### config.mk
export PLATFORM = sky130hd
export DESIGN_NAME = frame_diff_object_tracker_flat
export DESIGN_NICKNAME = d
export VERILOG_FILES = /design/src/rtl/fdot_pkg.sv /design/src/rtl/fdot_if.sv /design/src/rtl/fdot_front.sv /design/src/rtl/fdot_fifo.sv /design/src/rtl/fdot_back.sv /design/src/rtl/frame_diff_object_tracker.sv /design/src/flat_wrapper.sv
export SDC_FILE = /design/constraint.sdc
export NUM_CORES = 2
export LEC_CHECK = 0
export BUFFER_PORTS_ARGS = -buffer_cell sky130_fd_sc_hd__buf_2
export CAP_MARGIN = 20
export CORE_MARGIN = 2
export CORE_UTILIZATION = 55
export DETAILED_ROUTE_END_ITERATION = 10
export PLACE_DENSITY = 0.71
export SETUP_SLACK_MARGIN = 0.4
export SYNTH_ARGS = -nofsm -noshare
export SYNTH_HDL_FRONTEND = slang
export SYNTH_HIERARCHICAL = 1
export SYNTH_SLANG_ARGS = --single-unit
### constraint.sdc
create_clock -name i_clk -period 6.45 [get_ports i_clk]
set_input_delay 1.29 -clock i_clk [delete_from_list [all_inputs] [get_ports i_clk]]
set_output_delay 1.29 -clock i_clk [all_outputs]
set_load 0.02 [all_outputs]
### src/rtl/fdot_pkg.sv
// fdot_pkg: shared constants, register codes and small types for the frame
// difference object tracker; no dependencies, compiled first
package fdot_pkg;

    // default parameter values
    localparam int COORD_BITS_DEF  = 12;
    localparam int SPEED_FRAC_DEF  = 8;

    // fixed field widths
    localparam int PIX_BITS        = 8;
    localparam int TIME_BITS       = 10;
    localparam int THR_BITS        = 8;
    localparam int AREA_REG_BITS   = 25;
    localparam int SPEED_BITS      = 20;

    // configuration port
    localparam int DATA_BITS       = 32;
    localparam int ADDR_BITS       = 5;
    localparam int REG_IDX_BITS    = 3;

    localparam logic [REG_IDX_BITS-1:0] REG_DIFF_THR = 3'd0;
    localparam logic [REG_IDX_BITS-1:0] REG_MIN_AREA = 3'd1;
    localparam logic [REG_IDX_BITS-1:0] REG_MAX_AREA = 3'd2;
    localparam logic [REG_IDX_BITS-1:0] REG_START_X  = 3'd3;
    localparam logic [REG_IDX_BITS-1:0] REG_START_Y  = 3'd4;

    // register reset values
    localparam logic [THR_BITS-1:0]      THR_RST      = 8'd20;
    localparam logic [AREA_REG_BITS-1:0] MIN_AREA_RST = 25'd1000;
    localparam logic [AREA_REG_BITS-1:0] MAX_AREA_RST = 25'd60000;
    localparam int                       START_X_RST  = 645;
    localparam int                       START_Y_RST  = 1062;

    // time stamp handling
    localparam logic [TIME_BITS-1:0] TIME_LAST = 10'd999;
    localparam logic [TIME_BITS:0]   TIME_WRAP = 11'd1000;

    // speed scaling: 10 / 17.25 = 40 / 69, radicand scaled by (2 * 40)^2
    localparam int                         DEN_BITS       = 17;
    localparam logic [DEN_BITS-1:0]        DIST_DEN       = 17'd69;
    localparam int                         RAD_SCALE_BITS = 13;
    localparam logic [RAD_SCALE_BITS-1:0]  RAD_SCALE      = 13'd6400;
    localparam logic [SPEED_BITS-1:0]      SPEED_MAX      = '1;

    // frame record queue
    localparam int FIFO_DEPTH = 2;

    // area limits handed to the back end
    typedef struct packed {
        logic [AREA_REG_BITS-1:0] min_area;
        logic [AREA_REG_BITS-1:0] max_area;
    } t_area_lim;

    // last-position load strobes from the register block
    typedef struct packed {
        logic load_x;
        logic load_y;
    } t_prev_load;

endpackage

### src/rtl/fdot_if.sv
// fdot_if: valid/ready channels for pixel words and result words
// depends on fdot_pkg for field widths
interface fdot_pix_if #(
    parameter int COORD_BITS = fdot_pkg::COORD_BITS_DEF
);
    import fdot_pkg::*;

    logic                  valid;
    logic                  ready;
    logic [PIX_BITS-1:0]   current_pixel;
    logic [PIX_BITS-1:0]   background_pixel;
    logic                  in_mask;
    logic [COORD_BITS-1:0] pixel_x;
    logic [COORD_BITS-1:0] pixel_y;
    logic                  frame_end;
    logic [TIME_BITS-1:0]  time_ms;

    modport source (
        output valid, current_pixel, background_pixel, in_mask,
               pixel_x, pixel_y, frame_end, time_ms,
        input  ready
    );
    modport sink (
        input  valid, current_pixel, background_pixel, in_mask,
               pixel_x, pixel_y, frame_end, time_ms,
        output ready
    );
endinterface

interface fdot_res_if #(
    parameter int COORD_BITS = fdot_pkg::COORD_BITS_DEF
);
    import fdot_pkg::*;

    logic                  valid;
    logic                  ready;
    logic                  found;
    logic [COORD_BITS-1:0] box_left;
    logic [COORD_BITS-1:0] box_top;
    logic [COORD_BITS:0]   box_width;
    logic [COORD_BITS:0]   box_height;
    logic [COORD_BITS-1:0] center_x;
    logic [COORD_BITS-1:0] center_y;
    logic [SPEED_BITS-1:0] speed_q8;

    modport source (
        output valid, found, box_left, box_top, box_width, box_height,
               center_x, center_y, speed_q8,
        input  ready
    );
    modport sink (
        input  valid, found, box_left, box_top, box_width, box_height,
               center_x, center_y, speed_q8,
        output ready
    );
endinterface

### src/rtl/fdot_front.sv
// fdot_front: classifies pixels as foreground and keeps the running box,
// pushes one frame record per frame end; depends on fdot_pkg, fdot_pix_if
module fdot_front #(
    parameter int COORD_BITS = fdot_pkg::COORD_BITS_DEF
) (
    input  logic                                          i_clk,
    input  logic                                          i_rst_n,
    fdot_pix_if.sink                                      i_pix,
    input  logic [fdot_pkg::THR_BITS-1:0]                 i_thr,
    input  logic                                          i_full,
    output logic                                          o_push,
    output logic [4*COORD_BITS+fdot_pkg::TIME_BITS:0]     o_rec
);
    import fdot_pkg::*;

    logic [COORD_BITS-1:0] r_min_x, r_max_x, r_min_y, r_max_y;
    logic                  r_any;
    logic [COORD_BITS-1:0] n_min_x, n_max_x, n_min_y, n_max_y;
    logic                  n_any;
    logic [PIX_BITS-1:0]   diff;
    logic                  fg;
    logic                  accept;
    logic [TIME_BITS-1:0]  time_clamp;

    // take a word whenever the queue has room for a frame record
    assign i_pix.ready = !i_full;
    assign accept      = i_pix.valid && i_pix.ready;

    // foreground test
    always_comb begin
        diff = (i_pix.current_pixel > i_pix.background_pixel)
             ? i_pix.current_pixel - i_pix.background_pixel
             : i_pix.background_pixel - i_pix.current_pixel;
        fg   = i_pix.in_mask && (diff > i_thr);
    end

    // box including this pixel
    always_comb begin
        n_min_x    = (fg && i_pix.pixel_x < r_min_x) ? i_pix.pixel_x : r_min_x;
        n_max_x    = (fg && i_pix.pixel_x > r_max_x) ? i_pix.pixel_x : r_max_x;
        n_min_y    = (fg && i_pix.pixel_y < r_min_y) ? i_pix.pixel_y : r_min_y;
        n_max_y    = (fg && i_pix.pixel_y > r_max_y) ? i_pix.pixel_y : r_max_y;
        n_any      = r_any || fg;
        time_clamp = (i_pix.time_ms > TIME_LAST) ? TIME_LAST : i_pix.time_ms;
    end

    // frame record out on the frame end word
    assign o_push = accept && i_pix.frame_end;
    assign o_rec  = {n_any, n_min_x, n_max_x, n_min_y, n_max_y, time_clamp};

    // running box, cleared after each frame
    always_ff @(posedge i_clk) begin
        if (!i_rst_n) begin
            r_min_x <= '1;
            r_max_x <= '0;
            r_min_y <= '1;
            r_max_y <= '0;
            r_any   <= 1'b0;
        end else if (accept) begin
            if (i_pix.frame_end) begin
                r_min_x <= '1;
                r_max_x <= '0;
                r_min_y <= '1;
                r_max_y <= '0;
                r_any   <= 1'b0;
            end else begin
                r_min_x <= n_min_x;
                r_max_x <= n_max_x;
                r_min_y <= n_min_y;
                r_max_y <= n_max_y;
                r_any   <= n_any;
            end
        end
    end

endmodule

### src/rtl/fdot_fifo.sv
// fdot_fifo: short first-in first-out queue of frame records between the
// front and back ends; depends on nothing but its parameters
module fdot_fifo #(
    parameter int WIDTH = 59,
    parameter int DEPTH = 2
) (
    input  logic             i_clk,
    input  logic             i_rst_n,
    input  logic             i_push,
    input  logic [WIDTH-1:0] i_data,
    output logic             o_full,
    input  logic             i_pop,
    output logic             o_valid,
    output logic [WIDTH-1:0] o_data
);
    localparam int PTR_BITS = (DEPTH > 1) ? $clog2(DEPTH) : 1;
    localparam int CNT_BITS = $clog2(DEPTH + 1);

    logic [WIDTH-1:0]    r_mem [DEPTH];
    logic [PTR_BITS-1:0] r_wr_ptr, r_rd_ptr;
    logic [CNT_BITS-1:0] r_count;
    logic                do_push, do_pop;

    assign o_full  = (r_count == CNT_BITS'(DEPTH));
    assign o_valid = (r_count != '0);
    assign o_data  = r_mem[r_rd_ptr];
    assign do_push = i_push && !o_full;
    assign do_pop  = i_pop && o_valid;

    // storage
    always_ff @(posedge i_clk) begin
        if (do_push) begin
            r_mem[r_wr_ptr] <= i_data;
        end
    end

    // pointers and fill count
    always_ff @(posedge i_clk) begin
        if (!i_rst_n) begin
            r_wr_ptr <= '0;
            r_rd_ptr <= '0;
            r_count  <= '0;
        end else begin
            if (do_push) begin
                r_wr_ptr <= (r_wr_ptr == PTR_BITS'(DEPTH - 1)) ? '0 : r_wr_ptr + 1'b1;
            end
            if (do_pop) begin
                r_rd_ptr <= (r_rd_ptr == PTR_BITS'(DEPTH - 1)) ? '0 : r_rd_ptr + 1'b1;
            end
            if (do_push && !do_pop) begin
                r_count <= r_count + 1'b1;
            end else if (do_pop && !do_push) begin
                r_count <= r_count - 1'b1;
            end
        end
    end

endmodule

### src/rtl/fdot_back.sv
// fdot_back: per-frame evaluation of box, area window, centre and speed
// with bit-serial square root and divider; depends on fdot_pkg, fdot_res_if
module fdot_back #(
    parameter int COORD_BITS      = fdot_pkg::COORD_BITS_DEF,
    parameter int SPEED_FRAC_BITS = fdot_pkg::SPEED_FRAC_DEF
) (
    input  logic                                      i_clk,
    input  logic                                      i_rst_n,
    input  logic                                      i_rec_valid,
    input  logic [4*COORD_BITS+fdot_pkg::TIME_BITS:0] i_rec,
    output logic                                      o_pop,
    input  fdot_pkg::t_area_lim                       i_lim,
    input  fdot_pkg::t_prev_load                      i_load,
    input  logic [COORD_BITS-1:0]                     i_start_x,
    input  logic [COORD_BITS-1:0]                     i_start_y,
    fdot_res_if.source                                o_res
);
    import fdot_pkg::*;

    localparam int CB    = COORD_BITS;
    localparam int WB    = CB + 1;
    localparam int AB    = 2 * CB + 2;
    localparam int CMPB  = (AB > AREA_REG_BITS) ? AB : AREA_REG_BITS;
    localparam int D2B   = 2 * CB + 1;
    localparam int RB    = CB + SPEED_FRAC_BITS + 7;
    localparam int NB    = 2 * RB;
    localparam int CNTB  = $clog2(RB + 1);
    localparam int CW    = (RB > SPEED_BITS) ? RB : SPEED_BITS;
    localparam int SB    = CB + 2;

    localparam logic [3:0] S_IDLE  = 4'd0;
    localparam logic [3:0] S_AREA  = 4'd1;
    localparam logic [3:0] S_FOUND = 4'd2;
    localparam logic [3:0] S_SQ    = 4'd3;
    localparam logic [3:0] S_D2    = 4'd4;
    localparam logic [3:0] S_SCALE = 4'd5;
    localparam logic [3:0] S_SQRT  = 4'd6;
    localparam logic [3:0] S_DIV   = 4'd7;
    localparam logic [3:0] S_OUT   = 4'd8;

    // rounded centre: (2*start + len) / 2, ties to even, saturated
    function automatic logic [CB-1:0] round_ctr(input logic [CB-1:0] start,
                                                input logic [WB-1:0] len);
        logic [SB-1:0] s;
        logic [CB:0]   q;
        s = {1'b0, start, 1'b0} + SB'(len);
        q = s[SB-1:1];
        if (s[0] && q[0]) begin
            q = q + 1'b1;
        end
        return q[CB] ? '1 : q[CB-1:0];
    endfunction

    // record fields
    logic                  rec_any;
    logic [CB-1:0]         rec_min_x, rec_max_x, rec_min_y, rec_max_y;
    logic [TIME_BITS-1:0]  rec_time;

    assign rec_any   = i_rec[4*CB+TIME_BITS];
    assign rec_min_x = i_rec[TIME_BITS+4*CB-1 -: CB];
    assign rec_max_x = i_rec[TIME_BITS+3*CB-1 -: CB];
    assign rec_min_y = i_rec[TIME_BITS+2*CB-1 -: CB];
    assign rec_max_y = i_rec[TIME_BITS+CB-1 -: CB];
    assign rec_time  = i_rec[TIME_BITS-1:0];

    logic [3:0]              r_state;
    logic [CB-1:0]           r_left, r_top, r_cx, r_cy;
    logic [WB-1:0]           r_w, r_h;
    logic [TIME_BITS-1:0]    r_time, r_dt;
    logic [AB-1:0]           r_area;
    logic                    r_found;
    logic signed [CB:0]      r_dx, r_dy;
    logic [2*CB-1:0]         r_sqx, r_sqy;
    logic [D2B-1:0]          r_d2;
    logic [NB-1:0]           r_rad;
    logic [DEN_BITS-1:0]     r_den;
    logic [RB-1:0]           r_root;
    logic [RB:0]             r_rem;
    logic [CNTB-1:0]         r_cnt;
    logic [RB-1:0]           r_quo;
    logic [DEN_BITS-1:0]     r_drem;
    logic [SPEED_BITS-1:0]   r_speed;
    logic [CB-1:0]           r_prev_x, r_prev_y;
    logic [TIME_BITS-1:0]    r_prev_time;

    logic                    r_out_valid;
    logic                    r_out_found;
    logic [CB-1:0]           r_out_left, r_out_top, r_out_cx, r_out_cy;
    logic [WB-1:0]           r_out_w, r_out_h;
    logic [SPEED_BITS-1:0]   r_out_speed;

    logic                    found_c;
    logic [TIME_BITS:0]      dt_c;
    logic signed [2*CB+1:0]  sqx_c, sqy_c;
    logic [D2B-1:0]          d2_c;
    logic [D2B+RAD_SCALE_BITS-1:0] scaled_c;
    logic [DEN_BITS-1:0]     den_c;
    logic [RB+1:0]           rem_sh, trial, sqrt_diff;
    logic                    sqrt_take;
    logic [RB-1:0]           root_nx;
    logic [DEN_BITS:0]       drem_sh, div_diff;
    logic                    div_take;
    logic [RB-1:0]           quo_nx;
    logic [RB:0]             qp1;
    logic [RB-1:0]           half;
    logic [SPEED_BITS-1:0]   speed_c;
    logic                    out_free;

    assign o_pop    = (r_state == S_IDLE) && i_rec_valid;
    assign out_free = !r_out_valid || o_res.ready;

    // area window, elapsed time, squares, distance, radicand scaling and divisor
    always_comb begin
        found_c = (CMPB'(r_area) > CMPB'(i_lim.min_area)) &&
                  (CMPB'(r_area) < CMPB'(i_lim.max_area));
        dt_c    = (r_time < r_prev_time)
                ? {1'b0, r_time} + TIME_WRAP - {1'b0, r_prev_time}
                : {1'b0, r_time} - {1'b0, r_prev_time};
        sqx_c   = r_dx * r_dx;
        sqy_c   = r_dy * r_dy;
        d2_c    = D2B'(r_sqx) + D2B'(r_sqy);
        scaled_c = (D2B+RAD_SCALE_BITS)'(r_d2) * (D2B+RAD_SCALE_BITS)'(RAD_SCALE);
        den_c   = DEN_BITS'(r_dt) * DIST_DEN;
    end

    // one root bit per step
    always_comb begin
        rem_sh    = {r_rem[RB-1:0], r_rad[NB-1 -: 2]};
        trial     = {r_root, 2'b01};
        sqrt_diff = rem_sh - trial;
        sqrt_take = (rem_sh >= trial);
        root_nx   = {r_root[RB-2:0], sqrt_take};
    end

    // one quotient bit per step, then round half up and saturate
    always_comb begin
        drem_sh  = {r_drem, r_quo[RB-1]};
        div_diff = drem_sh - {1'b0, r_den};
        div_take = (drem_sh >= {1'b0, r_den});
        quo_nx   = {r_quo[RB-2:0], div_take};
        qp1      = {1'b0, quo_nx} + 1'b1;
        half     = qp1[RB:1];
        speed_c  = (CW'(half) > CW'(SPEED_MAX)) ? SPEED_MAX : SPEED_BITS'(half);
    end

    // sequencer
    always_ff @(posedge i_clk) begin
        if (!i_rst_n) begin
            r_state <= S_IDLE;
            r_cnt   <= '0;
        end else begin
            unique case (r_state)
                S_IDLE: begin
                    if (i_rec_valid) begin
                        r_state <= S_AREA;
                    end
                end
                S_AREA: begin
                    r_state <= S_FOUND;
                end
                S_FOUND: begin
                    r_state <= found_c ? S_SQ : S_OUT;
                end
                S_SQ: begin
                    r_state <= S_D2;
                end
                S_D2: begin
                    r_state <= (d2_c == '0 || r_dt == '0) ? S_OUT : S_SCALE;
                end
                S_SCALE: begin
                    r_cnt   <= '0;
                    r_state <= S_SQRT;
                end
                S_SQRT: begin
                    if (r_cnt == CNTB'(RB - 1)) begin
                        r_cnt   <= '0;
                        r_state <= S_DIV;
                    end else begin
                        r_cnt <= r_cnt + 1'b1;
                    end
                end
                S_DIV: begin
                    if (r_cnt == CNTB'(RB - 1)) begin
                        r_cnt   <= '0;
                        r_state <= S_OUT;
                    end else begin
                        r_cnt <= r_cnt + 1'b1;
                    end
                end
                S_OUT: begin
                    if (out_free) begin
                        r_state <= S_IDLE;
                    end
                end
                default: begin
                    r_state <= S_IDLE;
                end
            endcase
        end
    end

    // datapath
    always_ff @(posedge i_clk) begin
        case (r_state)
            S_IDLE: begin
                r_left <= rec_any ? rec_min_x : '0;
                r_top  <= rec_any ? rec_min_y : '0;
                r_w    <= rec_any ? WB'(rec_max_x) - WB'(rec_min_x) + 1'b1 : '0;
                r_h    <= rec_any ? WB'(rec_max_y) - WB'(rec_min_y) + 1'b1 : '0;
                r_time <= rec_time;
            end
            S_AREA: begin
                r_area <= AB'(r_w) * AB'(r_h);
                r_cx   <= round_ctr(r_left, r_w);
                r_cy   <= round_ctr(r_top, r_h);
            end
            S_FOUND: begin
                r_found <= found_c;
                r_dx    <= $signed({1'b0, r_cx}) - $signed({1'b0, r_prev_x});
                r_dy    <= $signed({1'b0, r_cy}) - $signed({1'b0, r_prev_y});
                r_dt    <= dt_c[TIME_BITS-1:0];
            end
            S_SQ: begin
                r_sqx <= sqx_c[2*CB-1:0];
                r_sqy <= sqy_c[2*CB-1:0];
            end
            S_D2: begin
                r_d2 <= d2_c;
            end
            S_SCALE: begin
                r_rad  <= {scaled_c, {(2*SPEED_FRAC_BITS){1'b0}}};
                r_den  <= den_c;
                r_root <= '0;
                r_rem  <= '0;
            end
            S_SQRT: begin
                r_rad  <= {r_rad[NB-3:0], 2'b00};
                r_root <= root_nx;
                r_rem  <= sqrt_take ? sqrt_diff[RB:0] : rem_sh[RB:0];
                if (r_cnt == CNTB'(RB - 1)) begin
                    r_quo  <= root_nx;
                    r_drem <= '0;
                end
            end
            S_DIV: begin
                r_quo  <= quo_nx;
                r_drem <= div_take ? div_diff[DEN_BITS-1:0] : drem_sh[DEN_BITS-1:0];
            end
            default: begin
            end
        endcase
    end

    // tracked position, time and speed
    always_ff @(posedge i_clk) begin
        if (!i_rst_n) begin
            r_prev_x    <= CB'(START_X_RST);
            r_prev_y    <= CB'(START_Y_RST);
            r_prev_time <= '0;
            r_speed     <= '0;
        end else if (r_state == S_DIV && r_cnt == CNTB'(RB - 1)) begin
            r_speed     <= speed_c;
            r_prev_x    <= r_cx;
            r_prev_y    <= r_cy;
            r_prev_time <= r_time;
        end else begin
            if (i_load.load_x) begin
                r_prev_x <= i_start_x;
            end
            if (i_load.load_y) begin
                r_prev_y <= i_start_y;
            end
        end
    end

    // result register
    always_ff @(posedge i_clk) begin
        if (!i_rst_n) begin
            r_out_valid <= 1'b0;
        end else if (r_state == S_OUT && out_free) begin
            r_out_valid <= 1'b1;
        end else if (o_res.ready) begin
            r_out_valid <= 1'b0;
        end
    end

    always_ff @(posedge i_clk) begin
        if (r_state == S_OUT && out_free) begin
            r_out_found <= r_found;
            r_out_left  <= r_left;
            r_out_top   <= r_top;
            r_out_w     <= r_w;
            r_out_h     <= r_h;
            r_out_cx    <= r_found ? r_cx : '0;
            r_out_cy    <= r_found ? r_cy : '0;
            r_out_speed <= r_speed;
        end
    end

    assign o_res.valid      = r_out_valid;
    assign o_res.found      = r_out_found;
    assign o_res.box_left   = r_out_left;
    assign o_res.box_top    = r_out_top;
    assign o_res.box_width  = r_out_w;
    assign o_res.box_height = r_out_h;
    assign o_res.center_x   = r_out_cx;
    assign o_res.center_y   = r_out_cy;
    assign o_res.speed_q8   = r_out_speed;

endmodule

### src/rtl/frame_diff_object_tracker.sv
// frame_diff_object_tracker: top level with register block, front end,
// record queue and back end; depends on fdot_pkg, fdot_if and all fdot_ modules
//
// Pixel words are taken one per clock. The front end marks a masked pixel as
// foreground when its difference to the background exceeds diff_threshold and
// grows the bounding box; the word flagged frame_end closes the frame and one
// result word follows for it. Frame records wait in a two-entry queue, and the
// pixel side stalls for as long as both entries are taken.
// The back end takes a frame with a hit and moved centre through a
// bit-serial square root and a bit-serial divider, one bit per cycle each;
// a hit with no move or no elapsed time and a miss skip both, and every
// result then waits for the result register. Speed is in Q8 with
// SPEED_FRAC_BITS fraction bits and saturates at all ones. Registers sit on
// an APB port at byte offsets 0, 4, 8, 12, 16; writing start_x or start_y
// also moves the last tracked position. No clearing pass after reset.
module frame_diff_object_tracker #(
    parameter int COORD_BITS      = fdot_pkg::COORD_BITS_DEF,
    parameter int SPEED_FRAC_BITS = fdot_pkg::SPEED_FRAC_DEF
) (
    input  logic                             i_clk,
    input  logic                             i_rst_n,
    input  logic                             psel,
    input  logic                             penable,
    input  logic                             pwrite,
    input  logic [fdot_pkg::ADDR_BITS-1:0]   paddr,
    input  logic [fdot_pkg::DATA_BITS-1:0]   pwdata,
    output logic [fdot_pkg::DATA_BITS-1:0]   prdata,
    output logic                             pready,
    fdot_pix_if.sink                         i_pix,
    fdot_res_if.source                       o_res
);
    import fdot_pkg::*;

    localparam int REC_BITS = 4 * COORD_BITS + TIME_BITS + 1;

    logic [THR_BITS-1:0]      r_thr;
    logic [AREA_REG_BITS-1:0] r_min_area, r_max_area;
    logic [COORD_BITS-1:0]    r_start_x, r_start_y;
    t_prev_load               r_load;
    t_area_lim                lim;
    logic                     wr_en;
    logic [REG_IDX_BITS-1:0]  reg_idx;

    logic                     push, full, pop, rec_valid;
    logic [REC_BITS-1:0]      rec_in, rec_out;

    assign pready  = 1'b1;
    assign wr_en   = psel && penable && pwrite;
    assign reg_idx = paddr[ADDR_BITS-1:2];

    // register writes, with one-cycle load strobes for the last position
    always_ff @(posedge i_clk) begin
        if (!i_rst_n) begin
            r_thr      <= THR_RST;
            r_min_area <= MIN_AREA_RST;
            r_max_area <= MAX_AREA_RST;
            r_start_x  <= COORD_BITS'(START_X_RST);
            r_start_y  <= COORD_BITS'(START_Y_RST);
            r_load     <= '0;
        end else begin
            r_load.load_x <= wr_en && (reg_idx == REG_START_X);
            r_load.load_y <= wr_en && (reg_idx == REG_START_Y);
            if (wr_en) begin
                unique case (reg_idx)
                    REG_DIFF_THR: r_thr      <= pwdata[THR_BITS-1:0];
                    REG_MIN_AREA: r_min_area <= pwdata[AREA_REG_BITS-1:0];
                    REG_MAX_AREA: r_max_area <= pwdata[AREA_REG_BITS-1:0];
                    REG_START_X:  r_start_x  <= pwdata[COORD_BITS-1:0];
                    REG_START_Y:  r_start_y  <= pwdata[COORD_BITS-1:0];
                    default: begin
                    end
                endcase
            end
        end
    end

    // register reads
    always_comb begin
        unique case (reg_idx)
            REG_DIFF_THR: prdata = DATA_BITS'(r_thr);
            REG_MIN_AREA: prdata = DATA_BITS'(r_min_area);
            REG_MAX_AREA: prdata = DATA_BITS'(r_max_area);
            REG_START_X:  prdata = DATA_BITS'(r_start_x);
            REG_START_Y:  prdata = DATA_BITS'(r_start_y);
            default:      prdata = '0;
        endcase
    end

    assign lim.min_area = r_min_area;
    assign lim.max_area = r_max_area;

    fdot_front #(
        .COORD_BITS (COORD_BITS)
    ) u_front (
        .i_clk   (i_clk),
        .i_rst_n (i_rst_n),
        .i_pix   (i_pix),
        .i_thr   (r_thr),
        .i_full  (full),
        .o_push  (push),
        .o_rec   (rec_in)
    );

    fdot_fifo #(
        .WIDTH (REC_BITS),
        .DEPTH (FIFO_DEPTH)
    ) u_fifo (
        .i_clk   (i_clk),
        .i_rst_n (i_rst_n),
        .i_push  (push),
        .i_data  (rec_in),
        .o_full  (full),
        .i_pop   (pop),
        .o_valid (rec_valid),
        .o_data  (rec_out)
    );

    fdot_back #(
        .COORD_BITS      (COORD_BITS),
        .SPEED_FRAC_BITS (SPEED_FRAC_BITS)
    ) u_back (
        .i_clk       (i_clk),
        .i_rst_n     (i_rst_n),
        .i_rec_valid (rec_valid),
        .i_rec       (rec_out),
        .o_pop       (pop),
        .i_lim       (lim),
        .i_load      (r_load),
        .i_start_x   (r_start_x),
        .i_start_y   (r_start_y),
        .o_res       (o_res)
    );

endmodule

### src/flat_wrapper.sv
// flat-port wrapper written by rule: the top's interface ports become plain ports
module frame_diff_object_tracker_flat import fdot_pkg::*;
#(
    parameter int COORD_BITS      = fdot_pkg::COORD_BITS_DEF,
    parameter int SPEED_FRAC_BITS = fdot_pkg::SPEED_FRAC_DEF
)
  (i_clk, i_rst_n, psel, penable, pwrite, paddr, pwdata, prdata, pready, i_pix_valid, i_pix_current_pixel, i_pix_background_pixel, i_pix_in_mask, i_pix_pixel_x, i_pix_pixel_y, i_pix_frame_end, i_pix_time_ms, i_pix_ready, o_res_valid, o_res_found, o_res_box_left, o_res_box_top, o_res_box_width, o_res_box_height, o_res_center_x, o_res_center_y, o_res_speed_q8, o_res_ready);
  fdot_pix_if #(.COORD_BITS(COORD_BITS)) i_pix_i ();
  fdot_res_if #(.COORD_BITS(COORD_BITS)) o_res_i ();
  input  logic i_clk;
  input  logic i_rst_n;
  input  logic psel;
  input  logic penable;
  input  logic pwrite;
  input  logic [fdot_pkg::ADDR_BITS-1:0] paddr;
  input  logic [fdot_pkg::DATA_BITS-1:0] pwdata;
  output logic [fdot_pkg::DATA_BITS-1:0] prdata;
  output logic pready;
  input wire logic [$bits(i_pix_i.valid)-1:0] i_pix_valid;
  input wire logic [$bits(i_pix_i.current_pixel)-1:0] i_pix_current_pixel;
  input wire logic [$bits(i_pix_i.background_pixel)-1:0] i_pix_background_pixel;
  input wire logic [$bits(i_pix_i.in_mask)-1:0] i_pix_in_mask;
  input wire logic [$bits(i_pix_i.pixel_x)-1:0] i_pix_pixel_x;
  input wire logic [$bits(i_pix_i.pixel_y)-1:0] i_pix_pixel_y;
  input wire logic [$bits(i_pix_i.frame_end)-1:0] i_pix_frame_end;
  input wire logic [$bits(i_pix_i.time_ms)-1:0] i_pix_time_ms;
  output wire logic [$bits(i_pix_i.ready)-1:0] i_pix_ready;
  output wire logic [$bits(o_res_i.valid)-1:0] o_res_valid;
  output wire logic [$bits(o_res_i.found)-1:0] o_res_found;
  output wire logic [$bits(o_res_i.box_left)-1:0] o_res_box_left;
  output wire logic [$bits(o_res_i.box_top)-1:0] o_res_box_top;
  output wire logic [$bits(o_res_i.box_width)-1:0] o_res_box_width;
  output wire logic [$bits(o_res_i.box_height)-1:0] o_res_box_height;
  output wire logic [$bits(o_res_i.center_x)-1:0] o_res_center_x;
  output wire logic [$bits(o_res_i.center_y)-1:0] o_res_center_y;
  output wire logic [$bits(o_res_i.speed_q8)-1:0] o_res_speed_q8;
  input wire logic [$bits(o_res_i.ready)-1:0] o_res_ready;
  assign i_pix_i.valid = i_pix_valid;
  assign i_pix_i.current_pixel = i_pix_current_pixel;
  assign i_pix_i.background_pixel = i_pix_background_pixel;
  assign i_pix_i.in_mask = i_pix_in_mask;
  assign i_pix_i.pixel_x = i_pix_pixel_x;
  assign i_pix_i.pixel_y = i_pix_pixel_y;
  assign i_pix_i.frame_end = i_pix_frame_end;
  assign i_pix_i.time_ms = i_pix_time_ms;
  assign i_pix_ready = i_pix_i.ready;
  assign o_res_valid = o_res_i.valid;
  assign o_res_found = o_res_i.found;
  assign o_res_box_left = o_res_i.box_left;
  assign o_res_box_top = o_res_i.box_top;
  assign o_res_box_width = o_res_i.box_width;
  assign o_res_box_height = o_res_i.box_height;
  assign o_res_center_x = o_res_i.center_x;
  assign o_res_center_y = o_res_i.center_y;
  assign o_res_speed_q8 = o_res_i.speed_q8;
  assign o_res_i.ready = o_res_ready;
  frame_diff_object_tracker #(.COORD_BITS(COORD_BITS), .SPEED_FRAC_BITS(SPEED_FRAC_BITS)) u_core (.i_clk(i_clk), .i_rst_n(i_rst_n), .psel(psel), .penable(penable), .pwrite(pwrite), .paddr(paddr), .pwdata(pwdata), .prdata(prdata), .pready(pready), .i_pix(i_pix_i), .o_res(o_res_i));
endmodule
# Yosys cells after proc, flatten, opt, wreduce, memory -nomap -nowiden
# Memories as Yosys holds them, arrays and structs flattened. A register that Yosys moved wholly into a read port is not among the register bits.
# Cells that the tools add are included.
# totals
regBits,685
mem_bits_rw,118
inputBits,96
output_inout_bits,130
word_cells,210
mem_count,1
# mem_list
memory,words,width,read_ports,rd_clocked_by_memory_dff,wr,line,text
u_core.u_fifo.r_mem,2,59,1,1,1,fdot_fifo.sv:19,logic [WIDTH-1:0] r_mem [DEPTH];
# classes
addsub,24
n_mul,5
order_cmp,13
eq_ne,18
n_mux,50
reduce_logical,48
# ops
cell,n
27-bit case mux with 2 select lines,3
12-bit two-way mux,12
25-bit case mux with 5 select lines,1
54-bit case mux with 2 select lines,1
27-bit two-way mux,2
"13-bit by 1-bit adder with 13-bit output, second input constant",4
13-bit two-way mux,4
12-bit by 12-bit subtractor with 13-bit output,4
13-bit by 13-bit multiplier with 24-bit output,2
4-bit case mux with 9 select lines,1
17-bit two-way mux,2
17-bit case mux with 2 select lines,1
"25-bit by 5-bit multiplier with 30-bit output, second input constant",1
29-bit >= comparator,1
13-bit by 13-bit adder with 14-bit output,2
"27-bit by 1-bit adder with 28-bit output, second input constant",1
"27-bit by 20-bit > comparator with 1-bit output, second input constant",1
27-bit subtractor,1
26-bit by 25-bit > comparator with 1-bit output,1
26-bit by 25-bit less-than comparator with 1-bit output,1
13-bit by 13-bit multiplier with 26-bit output,1
24-bit by 24-bit adder with 25-bit output,1
25-bit logical NOT,1
12-bit > comparator,2
other kinds (42),107

# Depth between registers and ports, before layout
# depth
depth_word,9
depth_mapped,23
ltp_nobuf,22

# By module
# Netlist, hierarchy kept.
# modules_own_cells
mod,n_inst,cells_per_inst,area_per_inst_um2
fdot_back,1,4800,47839.6
fdot_front,1,635,4917.2
fdot_fifo,1,209,4529.3
frame_diff_object_tracker,1,410,3875.0

# Worst setup path after synthesis
# Ideal clock, no wire load.
# synth_path
path_type,reg-to-reg
startpoint,reg u_core.u_back.r_state[2]
endpoint,reg u_core.u_fifo.r_count[1]
setup_time_ns,0.070
arrival_time_ns,6.126
slack_ns,0.254
path_stages_with_launch,8
n_path_buf,0
synth_period_minus_slack_ns,6.196
path_cell_list,dfxtp_1 or2_2 nor3_1 and2_1 o21ai_1 ha_1 or3_1 a21boi_1
# synth_between
elab_chain_len,6
elab_cells_between_ends,8
# synth_rtl
element,line,text
start: declaration,fdot_back.sv:66,logic [3:0] r_state;
start signal: assignment,fdot_back.sv:162,r_state <= found_c ? S_SQ : S_OUT;
start signal: assignment,fdot_back.sv:168,r_state <= (d2_c == '0 || r_dt == '0) ? S_OUT : S_SCALE;
4-bit logical NOT (*),fdot_back.sv:109,assign o_pop = (r_state == S_IDLE) && i_rec_valid;
1-bit logical AND (*),fdot_back.sv:109,
named net u_core.pop,frame_diff_object_tracker.sv:44,"logic push, full, pop, rec_valid;"
1-bit logical AND (*),fdot_fifo.sv:28,assign do_pop = i_pop && o_valid;
1-bit logical NOT,fdot_fifo.sv:50,if (do_push && !do_pop) begin
1-bit logical AND,fdot_fifo.sv:50,
2-bit two-way mux or 2-bit nonzero test (tied branches),--,
end signal: assignment,fdot_fifo.sv:51,r_count <= r_count + 1'b1;
end signal: assignment,fdot_fifo.sv:53,r_count <= r_count - 1'b1;
end: declaration,fdot_fifo.sv:21,logic [CNT_BITS-1:0] r_count;
# Mark *: on every way through the listed nets, which the timed path passes. The rest lies on a longest branch.
# A chain may end at the register's enable or synchronous reset.

# Final worst setup path
# layout_path
startpoint,reg u_core.u_back.r_dy[6]
endpoint,"reg u_core.u_back.r_sqy[22], data pin"
# layout_between
elab_chain_len,1
# layout_rtl
element,line,text
start: declaration,fdot_back.sv:72,"logic signed [CB:0] r_dx, r_dy;"
start signal: assignment,fdot_back.sv:220,"r_dy <= $signed({1'b0, r_cy}) - $signed({1'b0, r_prev_y});"
13-bit by 13-bit multiplier with 24-bit output,fdot_back.sv:120,sqy_c = r_dy * r_dy;
named net u_core.u_back.sqy_c[22],fdot_back.sv:94,"logic signed [2*CB+1:0] sqx_c, sqy_c;"
end signal: assignment,fdot_back.sv:225,r_sqy <= sqy_c[2*CB-1:0];
end: declaration,fdot_back.sv:73,"logic [2*CB-1:0] r_sqx, r_sqy;"
# The timed path passes the listed nets, and every way through them passes these cells.

==> impl_metrics.ini <==
[outcome]
status = finished clean

[min_path]
hold_path_class = reg2reg

[die]
die_h_um = 337
initial_utilization_pct = 55.3
dieArea_mm2 = 0.114
coreArea_mm2 = 0.111
die_x_um = 337
std_cell_rows = 122
pin_count = 226

[detailed_routing]
drc_errors = 0
first_pass_iters = 5
vias = 43673
via_per_inst = 5.55
drtIter0Drc = 2799
totalWireLength_mm = 141
ant_nets = 0
wire_per_inst_um = 17.9

[clock_network]
htreeDepth = 3
cts-root-buf = clkbuf_16
ctsHoldBuffers = 0
cts.clk_slew.worst_paths_ps = 60
numCtsBuffers = 90
clk_latency_ps = 700
cts_max_path_buffers = 3
tritoncts = built
cts_sinks = 778

[grt]
grt_max_degree = 134
use_met1_pct = 30.8
antenna_found_initial = 10
grt_pass1_vias = 44006
top_usage_layer = met2
grtUsageMet2_pct = 43.7
met3_usage_pct = 3.75
grt_pass1_wl_mm = 226
grt_use_total_pct = 24.8
grt.overflow.total = 0

[timing]
hold_viol = 0
relSlewSlack_pct = 25.2
fin_crit_ps = 5950
tightest_slew_ps = 1120
clock_skew_ps = 76.6
max_freq_mhz = 168
rsz0062_at_grt = yes
fin_crit_sh_pct = 92.2
drv_slew = 0
setup_viol = 0
fin_tns_setup_ps = 0

[worst_setup_path]
required_ps = 6850
critPathCaptureType = flop
worstSetupStartpointType = flop
critical_path_class = reg2reg
worst-path-max-fanout = 5
worstPathArrival_ps = 6350

[synth]
netlist_area_mm2 = 0.0612
synthCells = 6054
synth_most_common_cell = inv_1
synth.top_cell.area_share_pct = 28.3
yosys-top-cells-area = edfxtp_1, fa_1, ha_1, dfxtp_1, inv_1
synthArstFlopShare_pct = 0
synth_seq_cells = 778
synth_cell_types = 102
synth_common_cells = inv_1, ha_1, edfxtp_1
yosysSeqAreaShare_pct = 34.9
yosys_warnings = 6
ys.flop_type = edfxtp_1
synth_largest_area_cell = edfxtp_1
synth_edf_count = 576
postSynthAreaPerCell_um2 = 10.1

[finish]
postLayoutCellArea_mm2 = 0.0678
final_nets = 7445
syn_to_final_growth_pct = 10.9
drive_gt1_share_pct = 11.3
fin_cells = 7864

[placement]
globalplace.congestion = 0.895
hpwlAfterDp_mm = 107
port_buffers = 208
place_area_mm2 = 0.0639
dp_cells = 7628

[run]
drv_cap = 0

[power_and_ir_drop]
powerDensity_mw_per_mm2 = 569
power.leakage_uw = 0.0308
vdd_drop_max_mv = 0.873
==> what timing repair did <==
action | CTS | global route
resized for setup | 8 | 41
pin swaps | 0 | 24
setup endpoints to repair | 7 | 14
buffers inserted | 20 | 45
cloned | 0 | 1
==> placed cells by master (no fill, tap or decap), types with 75 or more instances in the layout <==
cell       instances
nor2b_1           75
dfxtp_1          201
xnor2_1          173
buf_4            143
inv_1            964
mux2_2            91
and2_1           191
fa_1             422
nor2_1           278
xor2_1            78
clkbuf_16         93
mux2i_1          124
buf_2            208
a21o_1            96
ha_1             613
edfxtp_1         576
o21ai_0          227
nand3_1          115
nand2_1          563
a21oi_1          193
==> registers in the layout, indices dropped and copies added, names as in the netlist, 13 cells and up, named ones only <==
signal and flops:
u_core/r_max_area 25, u_core/u_back/r_root 27, u_core/u_back/r_rem 27, u_core/r_min_area 25
u_core/u_back/r_d2 25, u_core/u_back/r_drem 17, u_core/u_back/r_sqx 23, u_core/u_back/o_res.box_width 13
u_core/u_back/r_quo 27, u_core/u_back/r_w 13, u_core/u_back/r_speed 20, u_core/u_back/r_sqy 23
u_core/u_back/r_dx 13, u_core/u_back/r_dy 13, u_core/u_back/r_h 13, u_core/u_fifo/r_mem 118
u_core/u_back/r_area 26, u_core/u_back/o_res.box_height 13, u_core/u_back/r_rad 30, u_core/u_back/o_res.speed_q8 20
u_core/u_back/r_den 17
==> path summary, 6_finish.rpt <==
| path | startpoint | to | slack, ps | cells past startpoint |
|---|---|---|---|---|
| setup / recovery | u_core/u_back/r_dy[6] | u_core/u_back/r_sqy[22] | 500 | 20 |
| hold / removal | u_core/u_back/r_speed[18] | u_core/u_back/o_res.speed_q8[18] | 430 | 0 |
| setup reg to reg | u_core/u_back/r_dy[6] | u_core/u_back/r_sqy[22] | 500 | 20 |
| hold reg to reg | u_core/u_back/r_speed[18] | u_core/u_back/o_res.speed_q8[18] | 430 | 0 |
==> per-layer routing <==
metal  vias up  routed length, um
met5         -                 57
met4         8               5400
met3       287               7200
met2      1064              70700
met1     21332              57700
li1      20982                  -
==> power breakdown <==
group	switching, uW	internal, uW
combinational	14200	11200
clock	2250	2990
sequential	616	7380
total	17100	21500
==> worst max-delay path, stage by stage (launching register included) <==
cell and delay [ps]:
edfxtp_1 510, and2_4 230, fa_1 500, inv_1 60, fa_1 530, inv_1 50, fa_1 490, inv_1 50
fa_1 480, inv_1 50, fa_1 480, ha_4 300, ha_4 200, o21a_1 190, o31a_1 170, o2111ai_4 220
a21boi_2 100, o41a_1 350, a41o_1 220, o41ai_2 370, xnor2_1 130
==> through the flow <==
| stage | total power, uW | utilization, % | worst slack [ps] | hold slack (ps) |
|---|---|---|---|---|
| after floorplan | 26700 | - | 473 | 403 |
| after global placement | 31800 | 57.8 | 284 | 411 |
| after detailed placement | 32300 | 57.8 | 225 | 412 |
| after CTS | 38100 | 60.8 | 426 | 429 |
| after global routing | 42500 | 61.4 | 335 | 444 |
| final | 38600 | 61.4 | 502 | 428 |
==> kinds of logic after synthesis <==
logic type	synth area share [%]
muxes	4.13
AOI/OAI and AO/OA	10.4
and+or+nand+nor	12.7
DFF	34.9
buffers and inverters	7.51
adders and majority gates	26.7
other	0.0184
xor gates and xnor gates	3.67
==> cell type report <==
cell class,count,area [um^2]
Fill cell,9115,42700
Multi-Input combinational cell,4095,35600
Sequential cell,778,21300
Inverter,970,3640
Clock buffer,106,2400
Timing Repair Buffer,365,2340
Tap cell,1488,1860
Clock inverter,59,678
Antenna cell,3,7.51
Power figures use the tool's default switching activity.
